**src/hdl/wme_pkg.sv**
```systemverilog
package wme_pkg;

  // Number of display columns in one frame.
  localparam int unsigned COLUMNS = 160;

  localparam int unsigned COL_W      = (COLUMNS > 1) ? $clog2(COLUMNS) : 1;
  localparam int unsigned SAMPLE_W   = 16;
  localparam int unsigned SPF_W      = 16;
  localparam int unsigned ROW_W      = 8;
  localparam int unsigned OUT_COL_W  = 8;
  localparam int unsigned CFG_IDX_W  = 2;
  localparam int unsigned CFG_DATA_W = 16;

  // (column + 1) * frame length stays below 256 * 65536.
  localparam int unsigned PROD_W = 24;

  // Reciprocal of COLUMNS scaled by 2^32, rounded up. The product with any
  // PROD_W-bit dividend, shifted right by 32, is the exact floor quotient.
  localparam int unsigned DIV_SHIFT = 32;
  localparam logic [31:0] DIV_RECIP =
    32'(((64'd1 << DIV_SHIFT) + 64'(COLUMNS) - 64'd1) / 64'(COLUMNS));
  localparam int unsigned DIV_PROD_W = PROD_W + 32;

  localparam logic [SPF_W-1:0] SPF_RESET    = 16'd1024;
  localparam logic [ROW_W-1:0] TOP_RESET    = 8'd1;
  localparam logic [ROW_W-1:0] BOTTOM_RESET = 8'd62;
  localparam logic [SPF_W-1:0] MIN_FRAME    = SPF_W'(COLUMNS);
  localparam logic [COL_W-1:0] LAST_COL     = COL_W'(COLUMNS - 1);

  typedef enum logic [CFG_IDX_W-1:0] {
    REG_SPF    = 2'd0,
    REG_TOP    = 2'd1,
    REG_BOTTOM = 2'd2
  } wme_reg_e;

  typedef struct packed {
    logic [SPF_W-1:0] frame_len;
    logic [ROW_W-1:0] top_row;
    logic [ROW_W-1:0] bottom_row;
    logic             len_wr;
    logic [SPF_W-1:0] len_new;
  } wme_cfg_t;

  typedef struct packed {
    logic                       close;
    logic                       last;
    logic [COL_W-1:0]           col;
    logic signed [SAMPLE_W-1:0] max_val;
    logic signed [SAMPLE_W-1:0] min_val;
  } wme_res_t;

  // Floor of x / COLUMNS through the scaled reciprocal.
  function automatic logic [SPF_W-1:0] div_cols(input logic [PROD_W-1:0] x);
    logic [DIV_PROD_W-1:0] prod;
    prod = DIV_PROD_W'(x) * DIV_PROD_W'(DIV_RECIP);
    return prod[DIV_SHIFT +: SPF_W];
  endfunction

endpackage

```
**src/hdl/wme_cfg_regs.sv**
```systemverilog
module wme_cfg_regs (
  input  logic                             clk_i,
  input  logic                             rst_ni,
  input  logic                             cfg_we_i,
  input  logic [wme_pkg::CFG_IDX_W-1:0]    cfg_idx_i,
  input  logic [wme_pkg::CFG_DATA_W-1:0]   cfg_wdata_i,
  output wme_pkg::wme_cfg_t                cfg_o
);

  logic [wme_pkg::SPF_W-1:0] len_q, len_new;
  logic [wme_pkg::ROW_W-1:0] top_q, bottom_q;
  logic                      len_wr;

  // Frame lengths below the column count are stored as the column count.
  assign len_new = (cfg_wdata_i < wme_pkg::MIN_FRAME) ? wme_pkg::MIN_FRAME : cfg_wdata_i;
  assign len_wr  = cfg_we_i && (cfg_idx_i == wme_pkg::REG_SPF);

  always_ff @(posedge clk_i or negedge rst_ni) begin
    if (!rst_ni) begin
      len_q    <= wme_pkg::SPF_RESET;
      top_q    <= wme_pkg::TOP_RESET;
      bottom_q <= wme_pkg::BOTTOM_RESET;
    end else if (cfg_we_i) begin
      case (cfg_idx_i)
        wme_pkg::REG_SPF:    len_q    <= len_new;
        wme_pkg::REG_TOP:    top_q    <= cfg_wdata_i[wme_pkg::ROW_W-1:0];
        wme_pkg::REG_BOTTOM: bottom_q <= cfg_wdata_i[wme_pkg::ROW_W-1:0];
        default: ;
      endcase
    end
  end

  assign cfg_o.frame_len  = len_q;
  assign cfg_o.top_row    = top_q;
  assign cfg_o.bottom_row = bottom_q;
  assign cfg_o.len_wr     = len_wr;
  assign cfg_o.len_new    = len_new;

endmodule

```
**config.mk**
```make
export PLATFORM = sky130hd
export DESIGN_NAME = wme_cfg_regs
export DESIGN_NICKNAME = d
export VERILOG_FILES = /design/src/hdl/wme_pkg.sv /design/src/hdl/wme_cfg_regs.sv
export SDC_FILE = /design/constraint.sdc
export NUM_CORES = 1
export LEC_CHECK = 0
export BUFFER_PORTS_ARGS = -buffer_cell sky130_fd_sc_hd__buf_2
export CAP_MARGIN = 20
export CORE_MARGIN = 8
export CORE_UTILIZATION = 40
export DETAILED_ROUTE_END_ITERATION = 10
export PLACE_DENSITY = 0.75
export SLEW_MARGIN = 5
export SYNTH_ARGS = -nofsm -noshare
export SYNTH_HDL_FRONTEND = slang
export SYNTH_SLANG_ARGS = --single-unit
```
**constraint.sdc**
```tcl
create_clock -name clk_i -period 1.2 [get_ports clk_i]
set_clock_uncertainty 0.2 [all_clocks]
set_input_delay 0.12 -clock clk_i [delete_from_list [all_inputs] [get_ports clk_i]]
set_output_delay 0.12 -clock clk_i [all_outputs]
set_load 0.05 [all_outputs]
```
# Word level (Yosys, flattened, before mapping)
# Index checks and enable logic that the tools add are counted.
totals:
  mem_count: 0
  mem_bits_ro: 0
  ramBits: 0
  latchBits: 0
  input_bits: 21
  elab_cells: 12
  register_bits: 32
  output_inout_bits: 49
op_classes:
  shift: 0
  addsub: 0
  div_mod_pow: 0
  reduce_logical: 5
  muxes: 1
  n_lt_le_gt_ge: 1
  multipliers: 0
  eq_ne: 2
  n_bitwise: 0
ops:
  columns: ["operator", "count"]
  rows:
  - ["$lt A16 B8 Y1 const B", 1]
  - ["$mux W16", 1]
  - ["$reduce_and A2 Y1", 3]
  - ["$eq A2 B1 Y1 const B", 1]
  - ["$eq A2 B2 Y1 const B", 1]
  - ["$logic_not A2 Y1", 1]
  - ["$logic_and A1 B1 Y1", 1]

# Logic depth before layout (Yosys ltp)
logic_depth:
  ltp_word: 2
  depth_mapped: 6
  ltp_nobuf: 4

# Worst setup path after synthesis
# No wires, ideal clock.
synth_timing:
  path_type: "input -> output"
  startpoint: "input cfg_wdata_i[12] (netlist name)"
  endpoint: "output cfg_o[5] (netlist name)"
  cell_stages: 3
  required_ns: 0.880
  n_path_buf: 0
  setup_slack_ns: -0.271
  arrival_time_ns: 1.151
  path_cell_list: "nor4_1 nand3_1 nand2b_1"
synth_lines:
  columns: ["element", "line", "rtl"]
  rows:
  - ["start: declaration", "wme_cfg_regs.sv:6", "input logic [wme_pkg::CFG_DATA_W-1:0] cfg_wdata_i,"]
  - ["end: declaration", "wme_cfg_regs.sv:7", "output wme_pkg::wme_cfg_t cfg_o"]

==> impl_metrics.py <==
metrics = {
    "floorplan": {
        "die_w_um": 74.3,
        "initial_core_util_pct": 41.0,
        "io_pins": 70,
        "rows": 21,
        "fp.dieArea_um2": 5510,
        "core-area_um2": 3310,
        "die_y_um": 74.3,
    },
    "timing": {
        "final-hold-violation-count": 1,
        "maxSlewHeadroom_pct": 77.5,
        "hold_ws_ns": -0.189,
        "fin_ws_ns": -0.260,
        "worst_pin_slew_ns": 0.335,
        "min_period_ns": 1.46,
        "final_max_slew_viol_count": 0,
        "fmax_ghz": 0.685,
        "period_share_pct": 122,
        "fin_tns_setup_ns": -3.06,
        "setup_violations": 30,
        "rsz0062_at_grt": "true",
    },
    "global_route": {
        "gr-usage-all-layers_pct": 17.1,
        "grt_pass1_vias": 1446,
        "grt_max_degree": 33,
        "grt_pass1_wl_um": 7140,
        "antenna_found_initial": 0,
        "grt-ovfl-total": 0,
    },
    "outcome": {
        "violations": "negative hold slack, negative setup slack",
        "status": "finished with violations",
    },
    "clocking": {
        "cts_num_sinks": 32,
        "cts_tree": "done",
        "cts_made_buffers": 5,
        "worstSkewPairLatency_ns": 0.32,
        "ctsHoldBuffers": 16,
        "clock_path_buffers": 2,
        "root_buffer": "clkbuf_4",
        "htree_levels": 2,
        "clk_pin_slew_ns": 0.09,
    },
    "cells_and_area": {
        "nets": 257,
        "n_antenna_cell": 0,
        "synthToLayoutAreaGrowth_pct": 90.6,
        "drive_gt1_share_pct": 62.0,
    },
    "synth": {
        "async_flop_share_pct": 100,
        "postSynthCellCount": 123,
        "synth.ff_latch_count": 32,
        "postSynthAreaPerCell_um2": 11.0,
        "synth_area_leader_cell": "dfrtp_1",
        "synth_top_area_share_pct": 46.1,
        "ys_warn_count": 0,
        "synth_area_um2": 1360,
        "synth_cell_type_count": 20,
        "synth_edf_count": 0,
        "synth_top_cells_by_area": "dfrtp_1, mux2_2, dfstp_2, nand2_1, and2_1",
        "seq_area_frac_synth_pct": 59.6,
        "dominantRegCellSynth": "dfrtp_1",
        "synth_fp_nets": 144,
    },
    "route": {
        "drtIter0Drc": 25,
        "vias_per_cell": 4.65,
        "top_layer": "met4",
        "wl_met3_um": 517,
        "wl_met1_um": 1700,
        "vias": 1317,
        "drt-wirelength-per-cell_um": 16.2,
        "ant_nets": 0,
        "drc": 0,
        "dr_wl_met2_um": 2310,
        "dr.pass1.iters": 4,
        "routed_wl_um": 4590,
    },
    "pwr": {
        "p_int_mw": 2.36,
        "power_frac_seq_pct": 36.8,
        "comb_power_share_pct": 47.6,
        "leakage_nw": 1.28,
        "switching_share_pct": 40.3,
        "power.density_nw_per_um2": 1530,
        "finalPower_mw": 3.96,
        "clkPwrFrac_pct": 15.7,
        "vdd_drop_max_v": 0.00122,
        "p_switching_mw": 1.60,
    },
    "placement": {
        "numPortBuffers": 69,
        "place.gp.congestion": 0.799,
        "hpwl_um": 3010,
    },
    "critical_path": {
        "crit_type": "in -> out",
        "critPathArrivalTime_ns": 1.14,
        "worst_setup_path_start_kind": "primary input",
        "end_kind": "output port",
        "crit_path_max_fanout": 8,
        "worstPathRequired_ns": 0.88,
    },
    "job": {
        "cap_violations": 0,
    },
    "worst_hold_path": {
        "hold_class": "in -> reg",
    },
}
==> worst paths after layout <==
kind	from	to	slack, ns	depth (start not counted)
setup / recovery	cfg_wdata_i[10]	cfg_o[4]	-0.26	5
hold / removal	cfg_wdata_i[13]	len_q[13]$_DFFE_PN0P_	-0.19	3
setup reg to reg	top_q[7]$_DFFE_PN0P_	top_q[7]$_DFFE_PN0P_	0.10	2
hold reg to reg	len_q[10]$_DFFE_PN1P_	len_q[10]$_DFFE_PN1P_	0.30	2
max in group asynchronous	rst_ni	bottom_q[3]$_DFFE_PN1P_	0.48	3
min in group asynchronous	rst_ni	len_q[9]$_DFFE_PN0P_	0.08	3
==> cell families after synthesis <==
family / after synthesis / share of synthesized area [%]
flip-flops: 32 / 59.6
multiplexers: 17 / 14.1
AO/OA/AOI/OAI: 9 / 3.78
AND/OR/NAND/NOR: 52 / 17.2
buffers and inverters: 13 / 5.25
==> placed cells by master (no fill, tap or decap), types with 5 or more instances in the layout <==
cell           synthesis  final
and2_4                 0      6
buf_2                  2     25
buf_4                  1     32
buf_6                  0     30
buf_8                  1     14
clkbuf_4               0      5
dfrtp_1               25     25
dfstp_2                7      7
dlygate4sd3_1          0     15
mux2_2                17     16
nand2_1               36     36
o21ai_0                7      6
==> sequential cells by signal, summed over array words and instances, names as in the netlist <==
name	flops
top_q	8
bottom_q	8
len_q	16
==> repair_timing <==
action | 4_1_cts | 5_1_grt
pin swaps | 9 | 9
setup buffers | 8 | 8
setup endpoints to repair | 41 | 44
hold endpoints to repair | 63 | 1
gates resized for setup | 99 | 8
==> critical path: stages <==
cell and delay (ns):
buf_8 0.10, nor4_4 0.37, nand3_4 0.20, and2_4 0.20, buf_8 0.14
==> Yosys cell counts (all sizes together) (2+ instances only) <==
cell type	n
mux2	17
nor4	2
buf	4
dfrtp	25
nor2	2
and2	6
nand2	36
dfstp	7
clkbuf	8
o21ai	7
nand3b	2
==> cell type report <==
cell class / count / area [µm²]
tap: 46 / 57.6
inverter: 1 / 8.76
sequential: 32 / 810
clock buffer: 8 / 58.8
fill: 218 / 723
timing repair buffer: 118 / 1100
multi-input combinational: 78 / 557
==> metal layers <==
layer	vias to the layer above	global-route usage, %
met5	-	0
met2	56	29.2
li1	624	-
met4	0	6.30
met1	630	18.8
met3	7	6.74
==> stage by stage <==
step / setup slack, ns / area, µm² / instances / util (%)
6_report: -0.260 / 2590 / 283 / 78.2
5_1_grt: -0.306 / 2590 / 283 / 78.2
4_1_cts: -0.298 / 2510 / 275 / 75.7
3_5_place_dp: -0.420 / 1910 / 243 / 57.6
3_3_place_gp: -0.395 / 1910 / 243 / 57.6
2_1_floorplan: -0.118 / 1440 / 123 / -
==> power groups by stage <==
stage          Sequential [mW]  Combinational (mW)  Clock (mW)
5_1_grt                   1.48                1.97       0.686
3_5_place_dp              1.42                1.43           0
3_3_place_gp              1.40                1.41           0
6_report                  1.46                1.88       0.621
2_1_floorplan             2.10               0.348           0
4_1_cts                   1.45                1.83       0.652
Power figures use the tool's default switching activity.
