## src/hdl/wme_pkg.sv

```systemverilog
package wme_pkg;

  // Number of display columns in one frame.
  localparam int unsigned COLUMNS = 160;

  localparam int unsigned COL_W      = (COLUMNS > 1) ? $clog2(COLUMNS) : 1;
  localparam int unsigned SAMPLE_W   = 16;
  localparam int unsigned SPF_W      = 16;
  localparam int unsigned ROW_W      = 8;
  localparam int unsigned OUT_COL_W  = 8;
  localparam int unsigned CFG_IDX_W  = 2;
  localparam int unsigned CFG_DATA_W = 16;

  // (column + 1) * frame length stays below 256 * 65536.
  localparam int unsigned PROD_W = 24;

  // Reciprocal of COLUMNS scaled by 2^32, rounded up. The product with any
  // PROD_W-bit dividend, shifted right by 32, is the exact floor quotient.
  localparam int unsigned DIV_SHIFT = 32;
  localparam logic [31:0] DIV_RECIP =
    32'(((64'd1 << DIV_SHIFT) + 64'(COLUMNS) - 64'd1) / 64'(COLUMNS));
  localparam int unsigned DIV_PROD_W = PROD_W + 32;

  localparam logic [SPF_W-1:0] SPF_RESET    = 16'd1024;
  localparam logic [ROW_W-1:0] TOP_RESET    = 8'd1;
  localparam logic [ROW_W-1:0] BOTTOM_RESET = 8'd62;
  localparam logic [SPF_W-1:0] MIN_FRAME    = SPF_W'(COLUMNS);
  localparam logic [COL_W-1:0] LAST_COL     = COL_W'(COLUMNS - 1);

  typedef enum logic [CFG_IDX_W-1:0] {
    REG_SPF    = 2'd0,
    REG_TOP    = 2'd1,
    REG_BOTTOM = 2'd2
  } wme_reg_e;

  typedef struct packed {
    logic [SPF_W-1:0] frame_len;
    logic [ROW_W-1:0] top_row;
    logic [ROW_W-1:0] bottom_row;
    logic             len_wr;
    logic [SPF_W-1:0] len_new;
  } wme_cfg_t;

  typedef struct packed {
    logic                       close;
    logic                       last;
    logic [COL_W-1:0]           col;
    logic signed [SAMPLE_W-1:0] max_val;
    logic signed [SAMPLE_W-1:0] min_val;
  } wme_res_t;

  // Floor of x / COLUMNS through the scaled reciprocal.
  function automatic logic [SPF_W-1:0] div_cols(input logic [PROD_W-1:0] x);
    logic [DIV_PROD_W-1:0] prod;
    prod = DIV_PROD_W'(x) * DIV_PROD_W'(DIV_RECIP);
    return prod[DIV_SHIFT +: SPF_W];
  endfunction

endpackage

```

## src/hdl/wme_envelope.sv

```systemverilog
module wme_envelope (
  input  logic                                clk_i,
  input  logic                                rst_ni,
  input  logic                                adv_i,
  input  logic signed [wme_pkg::SAMPLE_W-1:0] sample_i,
  input  wme_pkg::wme_cfg_t                   cfg_i,
  output wme_pkg::wme_res_t                   res_o
);

  logic [wme_pkg::SPF_W-1:0]   pos_q, bnd_q;
  logic [wme_pkg::COL_W-1:0]   col_q;
  logic [wme_pkg::PROD_W-1:0]  prod_q;
  logic                        open_q;
  logic signed [wme_pkg::SAMPLE_W-1:0] min_q, max_q;

  logic                        start, close, last;
  logic [wme_pkg::COL_W-1:0]   col_eff;
  logic [wme_pkg::SPF_W-1:0]   bnd_eff, next_bnd, pos_inc;
  logic [wme_pkg::PROD_W-1:0]  prod_eff, prod_len, prod_cfg;
  logic [wme_pkg::COL_W:0]     col_p2;
  logic signed [wme_pkg::SAMPLE_W-1:0] min_new, max_new;

  // At a frame start the first column and its boundary are taken fresh.
  // prod_q holds (column + 2) * length, the numerator of the next boundary.
  assign start    = (pos_q == '0);
  assign col_eff  = start ? '0 : col_q;
  assign bnd_eff  = start ? wme_pkg::div_cols(wme_pkg::PROD_W'(cfg_i.frame_len)) : bnd_q;
  assign prod_eff = start ? wme_pkg::PROD_W'({cfg_i.frame_len, 1'b0}) : prod_q;
  assign next_bnd = wme_pkg::div_cols(prod_eff);
  assign prod_len = prod_eff + wme_pkg::PROD_W'(cfg_i.frame_len);

  assign pos_inc  = pos_q + 1'b1;
  assign close    = (pos_inc >= bnd_eff);
  assign last     = (col_eff == wme_pkg::LAST_COL);

  assign min_new  = (!open_q || (sample_i < min_q)) ? sample_i : min_q;
  assign max_new  = (!open_q || (sample_i > max_q)) ? sample_i : max_q;

  // A new frame length reloads the next-boundary numerator for the open column.
  assign col_p2   = (wme_pkg::COL_W + 1)'(col_q) + (wme_pkg::COL_W + 1)'(2);
  assign prod_cfg = wme_pkg::PROD_W'(col_p2) * wme_pkg::PROD_W'(cfg_i.len_new);

  always_ff @(posedge clk_i or negedge rst_ni) begin
    if (!rst_ni) begin
      pos_q  <= '0;
      col_q  <= '0;
      bnd_q  <= '0;
      prod_q <= '0;
      open_q <= 1'b0;
    end else if (adv_i) begin
      open_q <= !close;
      if (close && last) begin
        pos_q <= '0;
        col_q <= '0;
      end else if (close) begin
        pos_q  <= pos_inc;
        col_q  <= col_eff + 1'b1;
        bnd_q  <= next_bnd;
        prod_q <= prod_len;
      end else begin
        pos_q  <= pos_inc;
        col_q  <= col_eff;
        bnd_q  <= bnd_eff;
        prod_q <= prod_eff;
      end
    end else if (cfg_i.len_wr) begin
      prod_q <= prod_cfg;
    end
  end

  always_ff @(posedge clk_i) begin
    if (adv_i) begin
      min_q <= min_new;
      max_q <= max_new;
    end
  end

  assign res_o.close   = close;
  assign res_o.last    = last;
  assign res_o.col     = col_eff;
  assign res_o.max_val = max_new;
  assign res_o.min_val = min_new;

endmodule

```

## config.mk

```make
export PLATFORM = sky130hd
export DESIGN_NAME = wme_envelope
export DESIGN_NICKNAME = d
export VERILOG_FILES = /design/src/hdl/wme_pkg.sv /design/src/hdl/wme_envelope.sv
export SDC_FILE = /design/constraint.sdc
export NUM_CORES = 1
export LEC_CHECK = 0
export BUFFER_PORTS_ARGS = -buffer_cell sky130_fd_sc_hd__buf_2
export CELL_PAD_IN_SITES_DETAIL_PLACEMENT = 0
export CELL_PAD_IN_SITES_GLOBAL_PLACEMENT = 1
export CORE_ASPECT_RATIO = 1.75
export CORE_MARGIN = 2
export CORE_UTILIZATION = 40
export DETAILED_ROUTE_END_ITERATION = 8
export GPL_ROUTABILITY_DRIVEN = 0
export HOLD_SLACK_MARGIN = 0.08
export PLACE_DENSITY_LB_ADDON = 0.2
export SYNTH_ARGS = -nofsm -noshare
export SYNTH_HDL_FRONTEND = slang
export SYNTH_SLANG_ARGS = --single-unit
```

## constraint.sdc

```tcl
create_clock -name clk_i -period 26.9 [get_ports clk_i]
set_input_delay 4.035 -clock clk_i [delete_from_list [all_inputs] [get_ports clk_i]]
set_output_delay 4.035 -clock clk_i [all_outputs]
set_load 0.02 [all_outputs]
```

== After elaboration in Yosys (flattened, before gate mapping) ==
Index checks and enable logic that the tools add are counted.
Word-level totals
  register bits after elaboration: 97
  output and inout port bits: 42
  word-level logic and storage cells: 42
Operators by class
  $add $sub $neg: 4
  multipliers: 3
  $lt $le $gt $ge: 3
  equality and inequality tests: 2
  multiplexer cells: 13
  bitwise logic cells: 1
  reduce and logical (&&, ||, !) cells: 9
Operators by type and width (number)
  $mux W24: 5
  $mux W16: 5
  $mul A24 B24 Y47 const B: 1
  $mul A16 B24 Y40 const B: 1
  $add A24 B16 Y24: 1
  $mul A9 B16 Y24: 1
  $mux W8: 3
  $add A16 B1 Y16 const B: 1
  $ge A16 B16 Y1: 1
  $gt A16 B16 Y1: 1
  $logic_not A16 Y1: 1
  $lt A16 B16 Y1: 1
  $add A8 B2 Y9 const B: 1
  $add A8 B1 Y8 const B: 1
  $eq A8 B8 Y1 const B: 1
  $reduce_and A2 Y1: 2
  $logic_not A1 Y1: 2
  $logic_or A1 B1 Y1: 2
  $ne A2 B2 Y1 const B: 1
  $reduce_bool A2 Y1: 1
  $logic_and A1 B1 Y1: 1
  $not A1 Y1: 1

== Logic depth before layout (Yosys ltp) ==
  depth after elaboration: 6
  gate-level depth with buffers: 36
  depth with buffers taken out: 35

== Worst setup path before layout ==
OpenSTA, ideal clock, no wires.
  path type: input to output
  start: input cfg_i[34] (netlist bit)
  end: output res_o[41] (netlist bit)
  arrival time: 10634 ps
  path slack: 12231 ps
  stages: 32
  cell sequence: ha_1 > inv_1 > fa_1 > inv_1 > fa_1 > fa_1 > inv_1 > fa_1 > fa_1 > inv_1 > ha_1 > o21a_1 > a21oi_1 > o21bai_1 > a21oi_1 > a211oi_1 > nor2_1 > o32ai_1 > nor2_1 > xnor2_1 > mux2i_1 > ha_1 > a21o_1 > a21o_1 > a21oi_1 > o31ai_1 > a31o_2 > a21boi_1 > inv_1 > clkbuf_1 > clkbuf_1 > buf_4
On the way
  longest elaborated chain between the ends: 3
Ends and longest elaborated chain
  from (decl): RTL line wme_envelope.sv:6  | input wme_pkg::wme_cfg_t cfg_i,
  $mul A16 B24 Y40: RTL line wme_pkg.sv:55  | prod = DIV_PROD_W'(x) * DIV_PROD_W'(DIV_RECIP);
  $mux W16: RTL line wme_envelope.sv:27  | assign bnd_eff = start ? wme_pkg::div_cols(wme_pkg::PROD_W'(cfg_i.frame_len)) : bnd_q;
  $ge A16 B16 Y1: RTL line wme_envelope.sv:33  | assign close = (pos_inc >= bnd_eff);
  to (decl): RTL line wme_envelope.sv:7  | output wme_pkg::wme_res_t res_o
Every way passes these cells.

==> reports/results.txt <==
Crit path to: res_o[41]
Clock buffer count from CTS: 9
Post-synthesis area per instance: 9.19 um^2
Status: completed
Async set-reset flop share out of synthesis: 67.0%
Final Hold Vio Count: 0
DR WL/cell: 20.1 um
DRC viols: 0
Endpoint class of the critical path: output port
DRT iter0 DRCs: 773
Reg-to-reg setup timing slack: 17210 ps
DR vias: 19499
Num ports: 110
CTS tree: yes
Distinct cells, synth: 80
Clk root buf: clkbuf_16
Hold buffer count at CTS: 0
Max Slew Vio Count: 0
Overflow after GRT: 0
Die Y-Extent: 343 um
Synthesis Warnings: 0
Syn Std Cell Area: 0.0263 mm^2
Fmax: 62.9 MHz
CP max-delay cell: xnor2_1
CTS H-tree depth: 3
Slew headroom: 28.4%
Critical Path Start: cfg_i[41]
Vias in the first global route: 21370
Initial antenna violation count: 4
Core area: 0.0652 mm^2
Synth top area share: 30.5%
CP max stage delay: 590 ps
FF-to-FF End: bnd_q[4]
WHS: 476 ps
Largest net degree at the start of global routing: 66
DR pass1 iterations: 4
Setup Crit Path Kind: input port to output port
Most numerous cell in the Yosys netlist: inv_1
Layout cells sized above 1: 6.00%
Die X: 198 um
CP startpoint kind: input port
# resized after CTS: 0
Number of synthesized flops with an enable pin: 32
Clk_skew: 11.8 ps
Filler cell count: 6398
HPWL Detailed: 64700 um
Clk slew on worst S/H paths: 90 ps
Mapped Cells: 2860
Maxcap violations: 0
Setup TNS: 0 ps
Synth area leaders: fa_1 30%, ha_1 24%, inv_1 10%
Final WL: 75100 um
Final Cycle Share: 59.1%
Overall Global Routing Usage: 23.0%
Worst Max-Slew Pin Slew: 1070 ps
Crit Path Max Fanout: 5
Minimum clock period: 15890 ps
Clock buffer depth: 2
Worst path required time: 22860 ps
Site Rows: 124
Register area share after synthesis: 9.84%
FF-to-FF path depth: 28
Final Setup Violations: 0
Synth area leader: fa_1
Worst r2r src: pos_q[0]
Fin nets: 3876
Unrepaired setup endpoints after global routing: false
Post-route antenna net violation count: 0
Worst Path Arrival: 11860 ps
Most instantiated cells after synthesis: 704 x inv_1, 495 x ha_1, 400 x fa_1
# port buffers: 93
Synth Net Count: 3823
Area of the multi-input gates: 0.0208 mm^2
Die footprint: 0.0679 mm^2
#FFs+latches synth: 97
Register area: 0.00259 mm^2
Num Clock Sinks: 97
First-pass GRT wire length: 118000 um
Post-CTS Setup Bufs: 0
Routed vias/inst: 5.22
Ys flop type: dfrtp_1
Worst skew pair latency: 380 ps
Starting Density: 40.3%
Hold WC Path Type: flop to flop
Area growth syn-to-layout: 6.58%
routing by layer:
metal	track usage, %	share of wire, %	vias to the layer above
li1	-	-	9309
met1	23.6	36	9744
met2	46.1	56	328
met3	1.87	2.4	114
met4	10.7	5.2	4
met5	0	0.032	-
stage by stage:
stage / util (%) / cells / worst slack, ps / instance area (um^2)
4_1_cts: 43.0 / 3737 / 10980 / 28000
6_report: 43.0 / 3739 / 11010 / 28000
3_3_place_gp: 42.5 / 3721 / 11040 / 27700
5_1_grt: 43.0 / 3737 / 10730 / 28000
3_5_place_dp: 42.5 / 3721 / 10980 / 27700
2_1_floorplan: - / 2860 / 12230 / 26300
worst max-delay path: cells and delay by family:
family,cells,cell delay (ps)
xor gates and xnor gates,1,590
and+or+nand+nor,3,370
adders and majority gates,8,3670
buffers and inverters,7,760
muxes,1,240
AOI/OAI and AO/OA,11,2170
layout make-up:
type                            instances  area share [%]
Clock inverter                          7           0.362
Timing Repair Buffer                  111            2.16
Clock buffer                            9           0.804
Tap cell                              819            3.66
Sequential cell                        97            9.24
Antenna cell                            2          0.0179
Multi-Input combinational cell       1990            74.3
Inverter                              704            9.43
state kept, by name (all words and copies together) (netlist names):
signal,cells
prod_q,24
max_q,16
bnd_q,16
min_q,16
open_q,1
col_q,8
pos_q,16
worst min-delay path by stage:
| stage | to | cells after the start | start | slack [ps] |
|---|---|---|---|---|
| 3_3_place_gp | prod_q[8] | 2 | prod_q[8] | 460 |
| 3_5_place_dp | prod_q[8] | 2 | prod_q[8] | 460 |
| 6_report | prod_q[8] | 2 | prod_q[8] | 480 |
| 2_1_floorplan | prod_q[8] | 2 | prod_q[8] | 440 |
| 5_1_grt | prod_q[8] | 2 | prod_q[8] | 520 |
| 4_1_cts | prod_q[8] | 2 | prod_q[8] | 480 |
cells in the final DEF (no fill, tap or decap), drive strengths merged, types with 11 or more instances in the layout:
| cell | instances |
|---|---|
| o211ai | 19 |
| fa | 400 |
| edfxtp | 32 |
| nand3 | 35 |
| o21a | 16 |
| inv | 706 |
| nor2 | 87 |
| mux2 | 19 |
| a21oi | 109 |
| a211oi | 11 |
| nor3 | 27 |
| buf | 111 |
| xor2 | 31 |
| nand2 | 224 |
| and2 | 37 |
| xnor2 | 58 |
| a31oi | 12 |
| dfrtp | 65 |
| and3 | 12 |
| nand4 | 26 |
| o21ai | 109 |
| ha | 495 |
| a22o | 20 |
| a21o | 39 |
| nor2b | 38 |
| nand2b | 33 |
| mux2i | 15 |
cells by family (layout without fill, tap and decap cells):
| group | count (synthesis) | in the layout | share of synthesized area (%) |
|---|---|---|---|
| AND/OR/NAND/NOR | 554 | 554 | 10.3 |
| flip-flops | 97 | 97 | 9.84 |
| XOR/XNOR | 89 | 89 | 2.97 |
| AO/OA/AOI/OAI | 418 | 418 | 10.4 |
| multiplexers | 34 | 34 | 1.39 |
| other | 0 | 2 | 0 |
| adder cells (fa/ha/maj) | 895 | 895 | 54.0 |
| buffers and inverters | 773 | 831 | 11.1 |
Power is left out: the tool's default activity adds up to more than one toggle a clock period on the data nets, which glitch-free logic cannot reach.
