===== src/hdl/wme_pkg.sv =====
package wme_pkg;

  // Number of display columns in one frame.
  localparam int unsigned COLUMNS = 160;

  localparam int unsigned COL_W      = (COLUMNS > 1) ? $clog2(COLUMNS) : 1;
  localparam int unsigned SAMPLE_W   = 16;
  localparam int unsigned SPF_W      = 16;
  localparam int unsigned ROW_W      = 8;
  localparam int unsigned OUT_COL_W  = 8;
  localparam int unsigned CFG_IDX_W  = 2;
  localparam int unsigned CFG_DATA_W = 16;

  // (column + 1) * frame length stays below 256 * 65536.
  localparam int unsigned PROD_W = 24;

  // Reciprocal of COLUMNS scaled by 2^32, rounded up. The product with any
  // PROD_W-bit dividend, shifted right by 32, is the exact floor quotient.
  localparam int unsigned DIV_SHIFT = 32;
  localparam logic [31:0] DIV_RECIP =
    32'(((64'd1 << DIV_SHIFT) + 64'(COLUMNS) - 64'd1) / 64'(COLUMNS));
  localparam int unsigned DIV_PROD_W = PROD_W + 32;

  localparam logic [SPF_W-1:0] SPF_RESET    = 16'd1024;
  localparam logic [ROW_W-1:0] TOP_RESET    = 8'd1;
  localparam logic [ROW_W-1:0] BOTTOM_RESET = 8'd62;
  localparam logic [SPF_W-1:0] MIN_FRAME    = SPF_W'(COLUMNS);
  localparam logic [COL_W-1:0] LAST_COL     = COL_W'(COLUMNS - 1);

  typedef enum logic [CFG_IDX_W-1:0] {
    REG_SPF    = 2'd0,
    REG_TOP    = 2'd1,
    REG_BOTTOM = 2'd2
  } wme_reg_e;

  typedef struct packed {
    logic [SPF_W-1:0] frame_len;
    logic [ROW_W-1:0] top_row;
    logic [ROW_W-1:0] bottom_row;
    logic             len_wr;
    logic [SPF_W-1:0] len_new;
  } wme_cfg_t;

  typedef struct packed {
    logic                       close;
    logic                       last;
    logic [COL_W-1:0]           col;
    logic signed [SAMPLE_W-1:0] max_val;
    logic signed [SAMPLE_W-1:0] min_val;
  } wme_res_t;

  // Floor of x / COLUMNS through the scaled reciprocal.
  function automatic logic [SPF_W-1:0] div_cols(input logic [PROD_W-1:0] x);
    logic [DIV_PROD_W-1:0] prod;
    prod = DIV_PROD_W'(x) * DIV_PROD_W'(DIV_RECIP);
    return prod[DIV_SHIFT +: SPF_W];
  endfunction

endpackage


===== src/hdl/wme_row_map.sv =====
module wme_row_map (
  input  logic signed [wme_pkg::SAMPLE_W-1:0] sample_i,
  input  logic [wme_pkg::ROW_W-1:0]           top_i,
  input  logic [wme_pkg::ROW_W-1:0]           bottom_i,
  output logic [wme_pkg::ROW_W-1:0]           row_o
);

  logic signed [9:0]  top_s, bottom_s, diff, half, center, quot, y;
  logic        [8:0]  sum;
  logic signed [25:0] prod, prod_adj, prod_sh;

  assign top_s    = $signed({2'b00, top_i});
  assign bottom_s = $signed({2'b00, bottom_i});
  assign diff     = bottom_s - top_s;
  // Halving truncates toward zero, also for inverted rows.
  assign half     = diff[9] ? ((diff + 10'sd1) >>> 1) : (diff >>> 1);
  assign sum      = {1'b0, top_i} + {1'b0, bottom_i};
  assign center   = $signed({2'b00, sum[8:1]});

  assign prod     = 26'(sample_i) * 26'(half);
  assign prod_adj = prod[25] ? (prod + 26'sd32767) : prod;
  assign prod_sh  = prod_adj >>> 15;
  assign quot     = prod_sh[9:0];
  assign y        = center - quot;

  always_comb begin
    if (y < top_s) begin
      row_o = top_i;
    end else if (y > bottom_s) begin
      row_o = bottom_i;
    end else begin
      row_o = y[wme_pkg::ROW_W-1:0];
    end
  end

endmodule


===== config.mk =====
export PLATFORM = sky130hd
export DESIGN_NAME = wme_row_map
export DESIGN_NICKNAME = d
export VERILOG_FILES = /design/src/hdl/wme_pkg.sv /design/src/hdl/wme_row_map.sv
export SDC_FILE = /design/constraint.sdc
export NUM_CORES = 1
export LEC_CHECK = 0
export ABC_AREA = 1
export BUFFER_PORTS_ARGS = -buffer_cell sky130_fd_sc_hd__buf_4
export CAP_MARGIN = 15
export CORE_AREA = 2 2 148 135
export DETAILED_ROUTE_END_ITERATION = 10
export DIE_AREA = 0 0 150 137
export GPL_TIMING_DRIVEN = 0
export PLACE_DENSITY = 0.64
export SLEW_MARGIN = 5
export SYNTH_ARGS = -nofsm -noshare
export SYNTH_HDL_FRONTEND = slang
export SYNTH_SLANG_ARGS = --single-unit

===== constraint.sdc =====
create_clock -name vclk -period 14.15
set_input_delay 2.83 -clock vclk [all_inputs]
set_output_delay 2.83 -clock vclk [all_outputs]
set_load 0.02 [all_outputs]

# ---- After elaboration in Yosys (flattened, before gate mapping)
# Index checks and enable logic that the tools add are counted.
dict set report op_classes {
  addsub 5
  mul 1
  n_div 0
  order_cmp 2
  n_eq_ne 0
  shift 0
  muxes 4
  n_bitwise 0
  reduce_logical 0
}
# operator count
set ops {}
lappend ops {{multiplier 16 x 10 -> 26 bit} 1}
lappend ops {{adder 25 x 16 -> 25 bit (second input constant)} 1}
lappend ops {{2-to-1 mux 25 bit} 1}
lappend ops {{2-to-1 mux 8 bit} 2}
lappend ops {{adder 9 x 2 -> 10 bit (second input constant)} 1}
lappend ops {{greater-than comparator 10 x 9 -> 1 bit} 1}
lappend ops {{less-than comparator 10 x 9 -> 1 bit} 1}
lappend ops {{2-to-1 mux 10 bit} 1}
lappend ops {{subtractor 9 x 10 -> 10 bit} 1}
lappend ops {{adder 8 x 8 -> 9 bit} 1}
lappend ops {{subtractor 8 x 8 -> 9 bit} 1}
dict set report totals {
  regBits 0
  latchBits 0
  ram_bits 0
  rom_bits 0
  input_bits 32
  mem_count 0
}

# ---- Logic depth before layout (Yosys ltp)
# Gate-level depths: netlist (run 1).
dict set report depth {
  word_depth 10
  depth_mapped 62
  ltp_nobuf 62
}

# ---- Worst setup path before layout (run 1)
# Ideal clock, no wire load.
dict set report synth_path {
  path_type {in2out}
  startpoint {input bottom_i[0] in the netlist's numbering}
  endpoint {output row_o[2] in the netlist's numbering}
  t_arrival_ns 11.753
  required_time_ns 11.320
  path_slack_ns -0.433
  cell_stages 55
  path_buffers 0
  cell_sequence {inv_1 ha_1 fa_1 xnor2_1 inv_1 nor3_1 nand2_1 nor2_1 inv_1 or2_1 o21ai_0 nand2_1 inv_2 nand2_1 fa_1 inv_1 fa_1 fa_1 [... 19 more ...] ha_1 nand2_1 nor2_1 a211oi_1 o21ai_0 a21oi_1 o21ai_0 xor2_1 inv_1 ha_1 nand4_1 or3_1 nand2_1 nand3_2 nand3_2 nand2_1 nand3_1 nand2_1}
}
dict set report synth_between {
  elab_chain_cells 10
}
# item line_no
set synth_lines {}
lappend synth_lines {{from (decl)} wme_row_map.sv:4} ;# input logic [wme_pkg::ROW_W-1:0] bottom_i,
lappend synth_lines {{subtractor 8 x 8 -> 9 bit} wme_row_map.sv:14} ;# assign diff = bottom_s - top_s;
lappend synth_lines {{adder 9 x 2 -> 10 bit} wme_row_map.sv:16} ;# assign half = diff[9] ? ((diff + 10'sd1) >>> 1) : (diff >>> 1);
lappend synth_lines {{2-to-1 mux 10 bit} wme_row_map.sv:16}
lappend synth_lines {{multiplier 16 x 10 -> 26 bit} wme_row_map.sv:20} ;# assign prod = 26'(sample_i) * 26'(half);
lappend synth_lines {{adder 25 x 16 -> 25 bit} wme_row_map.sv:21} ;# assign prod_adj = prod[25] ? (prod + 26'sd32767) : prod;
lappend synth_lines {{2-to-1 mux 25 bit} wme_row_map.sv:21}
lappend synth_lines {{subtractor 9 x 10 -> 10 bit} wme_row_map.sv:24} ;# assign y = center - quot;
lappend synth_lines {{greater-than comparator 10 x 9 -> 1 bit} wme_row_map.sv:29} ;# end else if (y > bottom_s) begin
lappend synth_lines {{2-to-1 mux 8 bit} wme_row_map.sv:29}
lappend synth_lines {{2-to-1 mux 8 bit (*)} wme_row_map.sv:27} ;# if (y < top_s) begin
lappend synth_lines {{to (decl)} wme_row_map.sv:5} ;# output logic [wme_pkg::ROW_W-1:0] row_o
# Every way passes the cells marked *; elsewhere a longest branch is shown, timed or not.

# ---- Worst setup path in the final report (run 1)
dict set report layout_path {
  startpoint {input bottom_i[2] in the netlist's numbering}
  endpoint {output row_o[4] in the netlist's numbering}
}
# Same word-level chain as after synthesis.

==> impl_metrics.tcl, run 1 <==
set metrics [dict create \
    post_route_clock_period_utilization_pct 106 \
    place.detailed.hpwl_microns 18300 \
    slew_margin_rel_pct 54.1 \
    synth_unique_cells 41 \
    critical_path.endpoint_type "output port" \
    floorplan.initialDensity_pct 44.3 \
    design_area_sq_mm 0.0109 \
    design.die.area_sq_mm 0.0206 \
    worst_path_max_delay_cell "sky130_fd_sc_hd__fa_1" \
    critPathMaxStageDelay_ns 0.56 \
    worst-path-max-fanout 8 \
    final.clkbuf_count 0 \
    area.sequential_sq_um 0 \
    design.core.area_sq_mm 0.0190 \
    via_count 7928 \
    worst_setup_path_start_kind "input pin" \
    setup_slack_after_layout_ns -0.861 \
    failed_checks "negative setup slack" \
    grt_pass1_vias 8165 \
    layout.nets 1620 \
    chipWidth_microns 150 \
    grt_pass1_wl_microns 38500 \
    num_rows 48 \
    post_dp_cell_area_sq_mm 0.00924 \
    overflow 0 \
    timing.final.crit_period_ns 15.01 \
    die_height_microns 137 \
    post_synth.cell_area_avg_sq_um 6.91 \
    yosysMostFrequentCell "sky130_fd_sc_hd__nand2_1" \
    ys_top_cells_by_count "sky130_fd_sc_hd__nand2_1, sky130_fd_sc_hd__inv_1, sky130_fd_sc_hd__fa_1" \
    hold_slack_ns 5.99 \
    numSequentialCells 0 \
    setup_viol 8 \
    max_slew.worst_pin.slew_ns 0.686 \
    grt_max_degree 11 \
    outcome "complete, but fails checks" \
    num_antenna_cells 0 \
    filler_cell_count 1797 \
    unrepaired_setup_endpoints_after_global_routing "yes" \
    synth.yosys.seq_area_share_pct 0 \
    drt-pass1-iter-count 5 \
    hold_path_class "in -> out" \
    number_of_warnings_issued_by_yosys 0 \
    finalWeightedCongestion 0.913 \
    timing.hold.worst_path_depth 4 \
    grt_util_all_layers_pct 23.4 \
    detail_route.drc_violations 0 \
    antenna_found_initial 0 \
    port_buffers 35 \
    drt_first_iter_violations 329 \
    postSynthNetCount 1495 \
    drt.antenna.violating_nets 0 \
    synth_cells 1217 \
    synthTopCellsByArea "sky130_fd_sc_hd__fa_1, sky130_fd_sc_hd__ha_1, sky130_fd_sc_hd__nand2_1" \
    timing.final.max_slew_violations 0 \
    cp_data_required_time_ns 11.32 \
    hold_violation_total_from_the_final_report 0 \
    totalWireLength_microns 23100 \
    post-synth-top-area-cell "sky130_fd_sc_hd__fa_1" \
    drive_above_1_share_pct 29.2 \
    path_class "in -> out" \
    worstPathArrival_ns 12.18 \
    cap_viol_max_count 0 \
    routed_via_density 4.99 \
    clock.fmax_mhz 66.6 \
    syn_to_final_growth_pct 30.1 \
    synth_top_area_share_pct 34.1 \
    synth_area_sq_mm 0.00841 \
    post-route-util_pct 57.6 \
    ios 40 \
    postCtsHoldBufs 0 \
    wl_per_cell_microns 14.5 \
]
## repair_timing
action,in CTS,in global routing
pin swaps,104,68
setup endpoints to repair,8,8
buffers inserted,65,20
resized for setup,191,59
gates cloned,6,0
## placed cells by master, fill, tap and decap left out, drive strengths merged, types with 15 or more instances in the layout
| cell | synthesis | final |
|---|---|---|
| ha | 103 | 103 |
| inv | 297 | 297 |
| nor2 | 124 | 125 |
| nand2 | 333 | 333 |
| nand3 | 60 | 61 |
| nand4 | 15 | 15 |
| fa | 143 | 143 |
| buf | 8 | 127 |
| a21oi | 40 | 40 |
| xor2 | 18 | 18 |
## path summary, 6_finish.rpt
| kind | from | end |
|---|---|---|
| min | top_i[6] | row_o[6] |
| max | bottom_i[2] | row_o[4] |
## area by class of cell
type / instances / area, sq um / share of cell area (%)
buffer: 14 / 131 / 1.20
inverter: 300 / 1170 / 10.7
multi-input combinational: 904 / 8280 / 75.7
tap: 250 / 313 / 2.86
timing repair buffer: 120 / 1030 / 9.41
timing repair inverter: 2 / 17.5 / 0.160
## per-layer routing
layer,wire [microns],share of wire (%),global-route usage (%)
met5,0,0,0
met4,201,0.87,1.89
met3,1270,5.5,2.83
met2,11200,49,42.1
met1,10400,45,31.3
## worst max-delay path, delay by kind of cell
kind	cells	cell delay, ns
adders and majority gates	9	3.60
and+or+nand+nor	21	2.46
xor gates and xnor gates	2	0.30
AOI/OAI and AO/OA	10	1.64
buffers and inverters	11	1.29
## through the flow
step	cells	setup TNS [ns]	worst slack (ns)
after floorplan	1217	0	0.00507
after global placement	1502	-12.18	-1.55
after detailed placement	1502	-12.15	-1.54
after CTS	1571	-3.82	-0.491
after global routing	1590	-10.04	-1.28
final	1590	-6.75	-0.861
## kinds of logic after synthesis
logic type	synth area share, %
AO/OA/AOI/OAI	5.06
buffers and inverters	14.1
AND/OR/NAND/NOR	28.4
XOR/XNOR	3.02
adder cells (fa/ha/maj)	49.4
Power of run 1 is not shown: default switching activity piles up to over one toggle a cycle in this logic, so the estimate is an artifact.
==> run 2, diff against run 1 <==
--- a/config.mk
+++ b/config.mk
@@ -13,6 +13,7 @@
 export DIE_AREA = 0 0 150 137
 export GPL_TIMING_DRIVEN = 0
 export PLACE_DENSITY = 0.64
+export REMOVE_ABC_BUFFERS = 1
 export SLEW_MARGIN = 5
 export SYNTH_ARGS = -nofsm -noshare
 export SYNTH_HDL_FRONTEND = slang
==> run 2 against run 1 <==
Compared with the run above: the flow still finishes with violations (negative setup slack); wire length up 0.36%; worst setup slack better by 0.22 ns; cell count about the same; core utilization down 0.28 points; count of clock-buffer cells in the layout unchanged; die area unchanged; sequential share of layout area unchanged; critical endpoint unchanged; largest cell class unchanged.
==> impl_metrics.tcl, run 2 (same netlist as run 1, synthesis figures left out) <==
set metrics [dict create \
    ios 40 \
    grt_util_met3_pct 2.10 \
    unrepaired_setup_endpoints_after_global_routing "yes" \
    final.clkbuf_count 0 \
    gr-usage-met1_pct 31.7 \
    cp_common_cell "sky130_fd_sc_hd__nand2_2" \
    dp_slack_ns -2.58 \
    grt_pass1_vias 8200 \
    hold_path_class "in -> out" \
    design_area_sq_mm 0.0109 \
    drt_first_iter_violations 403 \
    timing.final.max_slew_violations 0 \
    layout.nets 1619 \
    clock.fmax_mhz 67.6 \
    port_buffers 40 \
    drive_above_1_share_pct 27.9 \
    antenna_found_initial 0 \
    overflow 0 \
    global_route.usage.met2_pct 41.3 \
    drt-pass1-iter-count 5 \
    grt_pass1_wl_microns 39000 \
    post-route-util_pct 57.4 \
    timing.final.crit_period_ns 14.79 \
    max_slew.worst_pin.slew_ns 0.760 \
    floorplan.initialDensity_pct 44.3 \
    drt.antenna.violating_nets 0 \
    cp_data_required_time_ns 11.32 \
    cap_viol_max_count 0 \
    worst_path_max_delay_cell "sky130_fd_sc_hd__fa_1" \
    design.die.area_sq_mm 0.0206 \
    syn_to_final_growth_pct 29.5 \
    area.sequential_sq_um 0 \
    totalWireLength_microns 23200 \
    routed_via_density 5.01 \
    wl_per_cell_microns 14.6 \
    via_count 7955 \
    worstPathArrival_ns 11.96 \
    num_antenna_cells 0 \
    layout.cells.most_common "sky130_fd_sc_hd__nand2_1" \
    cp-endpoint "row_o[4]" \
    place.detailed.hpwl_microns 17700 \
    chipWidth_microns 150 \
    path_class "in -> out" \
    setup_slack_after_layout_ns -0.638 \
    worst-path-max-fanout 8 \
    critPathMaxStageDelay_ns 0.55 \
    failed_checks "negative setup slack" \
    num_rows 48 \
    worst_setup_path_start_kind "input pin" \
    grt_util_all_layers_pct 23.5 \
    hold_violation_total_from_the_final_report 0 \
    finalWeightedCongestion 0.903 \
    critical_path.endpoint_type "output port" \
    die_height_microns 137 \
    post_dp_cell_area_sq_mm 0.00896 \
    outcome "complete, but fails checks" \
    design.core.area_sq_mm 0.0190 \
    grt_max_degree 15 \
    post_route_clock_period_utilization_pct 105 \
    detail_route.drc_violations 0 \
    grt_busiest_layer "met2" \
    setup_viol 8 \
    layout_common_cells "sky130_fd_sc_hd__nand2_1, sky130_fd_sc_hd__inv_1, sky130_fd_sc_hd__fa_1" \
    numSequentialCells 0 \
    cp-startpoint "bottom_i[0]" \
    hold_slack_ns 5.95 \
    slew_margin_rel_pct 49.1 \
]
-- run 2: cell types whose count changed in the layout (fill, tap and decap cells not counted), moves of 4 or more --
cell	delta
sky130_fd_sc_hd__buf_1	-5
sky130_fd_sc_hd__buf_4	+14
sky130_fd_sc_hd__clkinvlp_4	+4
sky130_fd_sc_hd__ha_4	+4
sky130_fd_sc_hd__inv_1	+5
sky130_fd_sc_hd__inv_2	-4
sky130_fd_sc_hd__inv_4	-5
sky130_fd_sc_hd__nand2_1	+10
sky130_fd_sc_hd__nand2_2	-11
sky130_fd_sc_hd__nand3_1	+6
sky130_fd_sc_hd__nand3_2	-7
-- run 2: worst min path at each step --
stage	cells past startpoint	end	slack, ns	startpoint
2_1_floorplan	2	row_o[0]	5.83	top_i[0]
3_3_place_gp	4	row_o[7]	5.98	top_i[7]
3_5_place_dp	4	row_o[7]	5.99	top_i[7]
4_1_cts	4	row_o[7]	5.99	top_i[7]
5_1_grt	4	row_o[0]	5.98	top_i[0]
6_report	4	row_o[0]	5.95	top_i[0]
-- run 2: per-layer routing --
metal  part of all wire [%]  up-vias  wire [microns]
li1                       -     3897               -
met5                      0        -               0
met1                     44     3834           10300
met4                    2.2        0             503
met2                     49      184           11400
met3                    4.5       40            1040
-- run 2: critical path, delay by kind of cell --
| kind | cells | cell delay, ns |
|---|---|---|
| adders and majority gates | 10 | 3.93 |
| xor gates and xnor gates | 2 | 0.31 |
| AOI/OAI and AO/OA | 6 | 0.74 |
| buffers and inverters | 11 | 0.95 |
| and+or+nand+nor | 27 | 3.15 |
-- run 2: final cells by class --
type,count,area [sq um]
multi-input cells,904,8240
well taps,250,313
repair buffers,133,1140
inverters,300,1180
repair inverters,2,15.0
fillers,1770,8090
-- run 2: per-stage QoR --
step | std cells | setup TNS, ns
after floorplan | 1202 | -5.12
after global placement | 1492 | -20.19
after detailed placement | 1492 | -20.61
after CTS | 1571 | -3.85
after global routing | 1589 | -8.63
final | 1589 | -5.02
-- run 2: timing repair --
action | in CTS | in global routing
cloned | 5 | 0
resized for setup | 194 | 80
pin swaps | 112 | 47
setup buffers | 74 | 18
hold buffers | 0 | 0
endpoints found under the setup margin | 8 | 8
Power of run 2 is left out for the same reason.
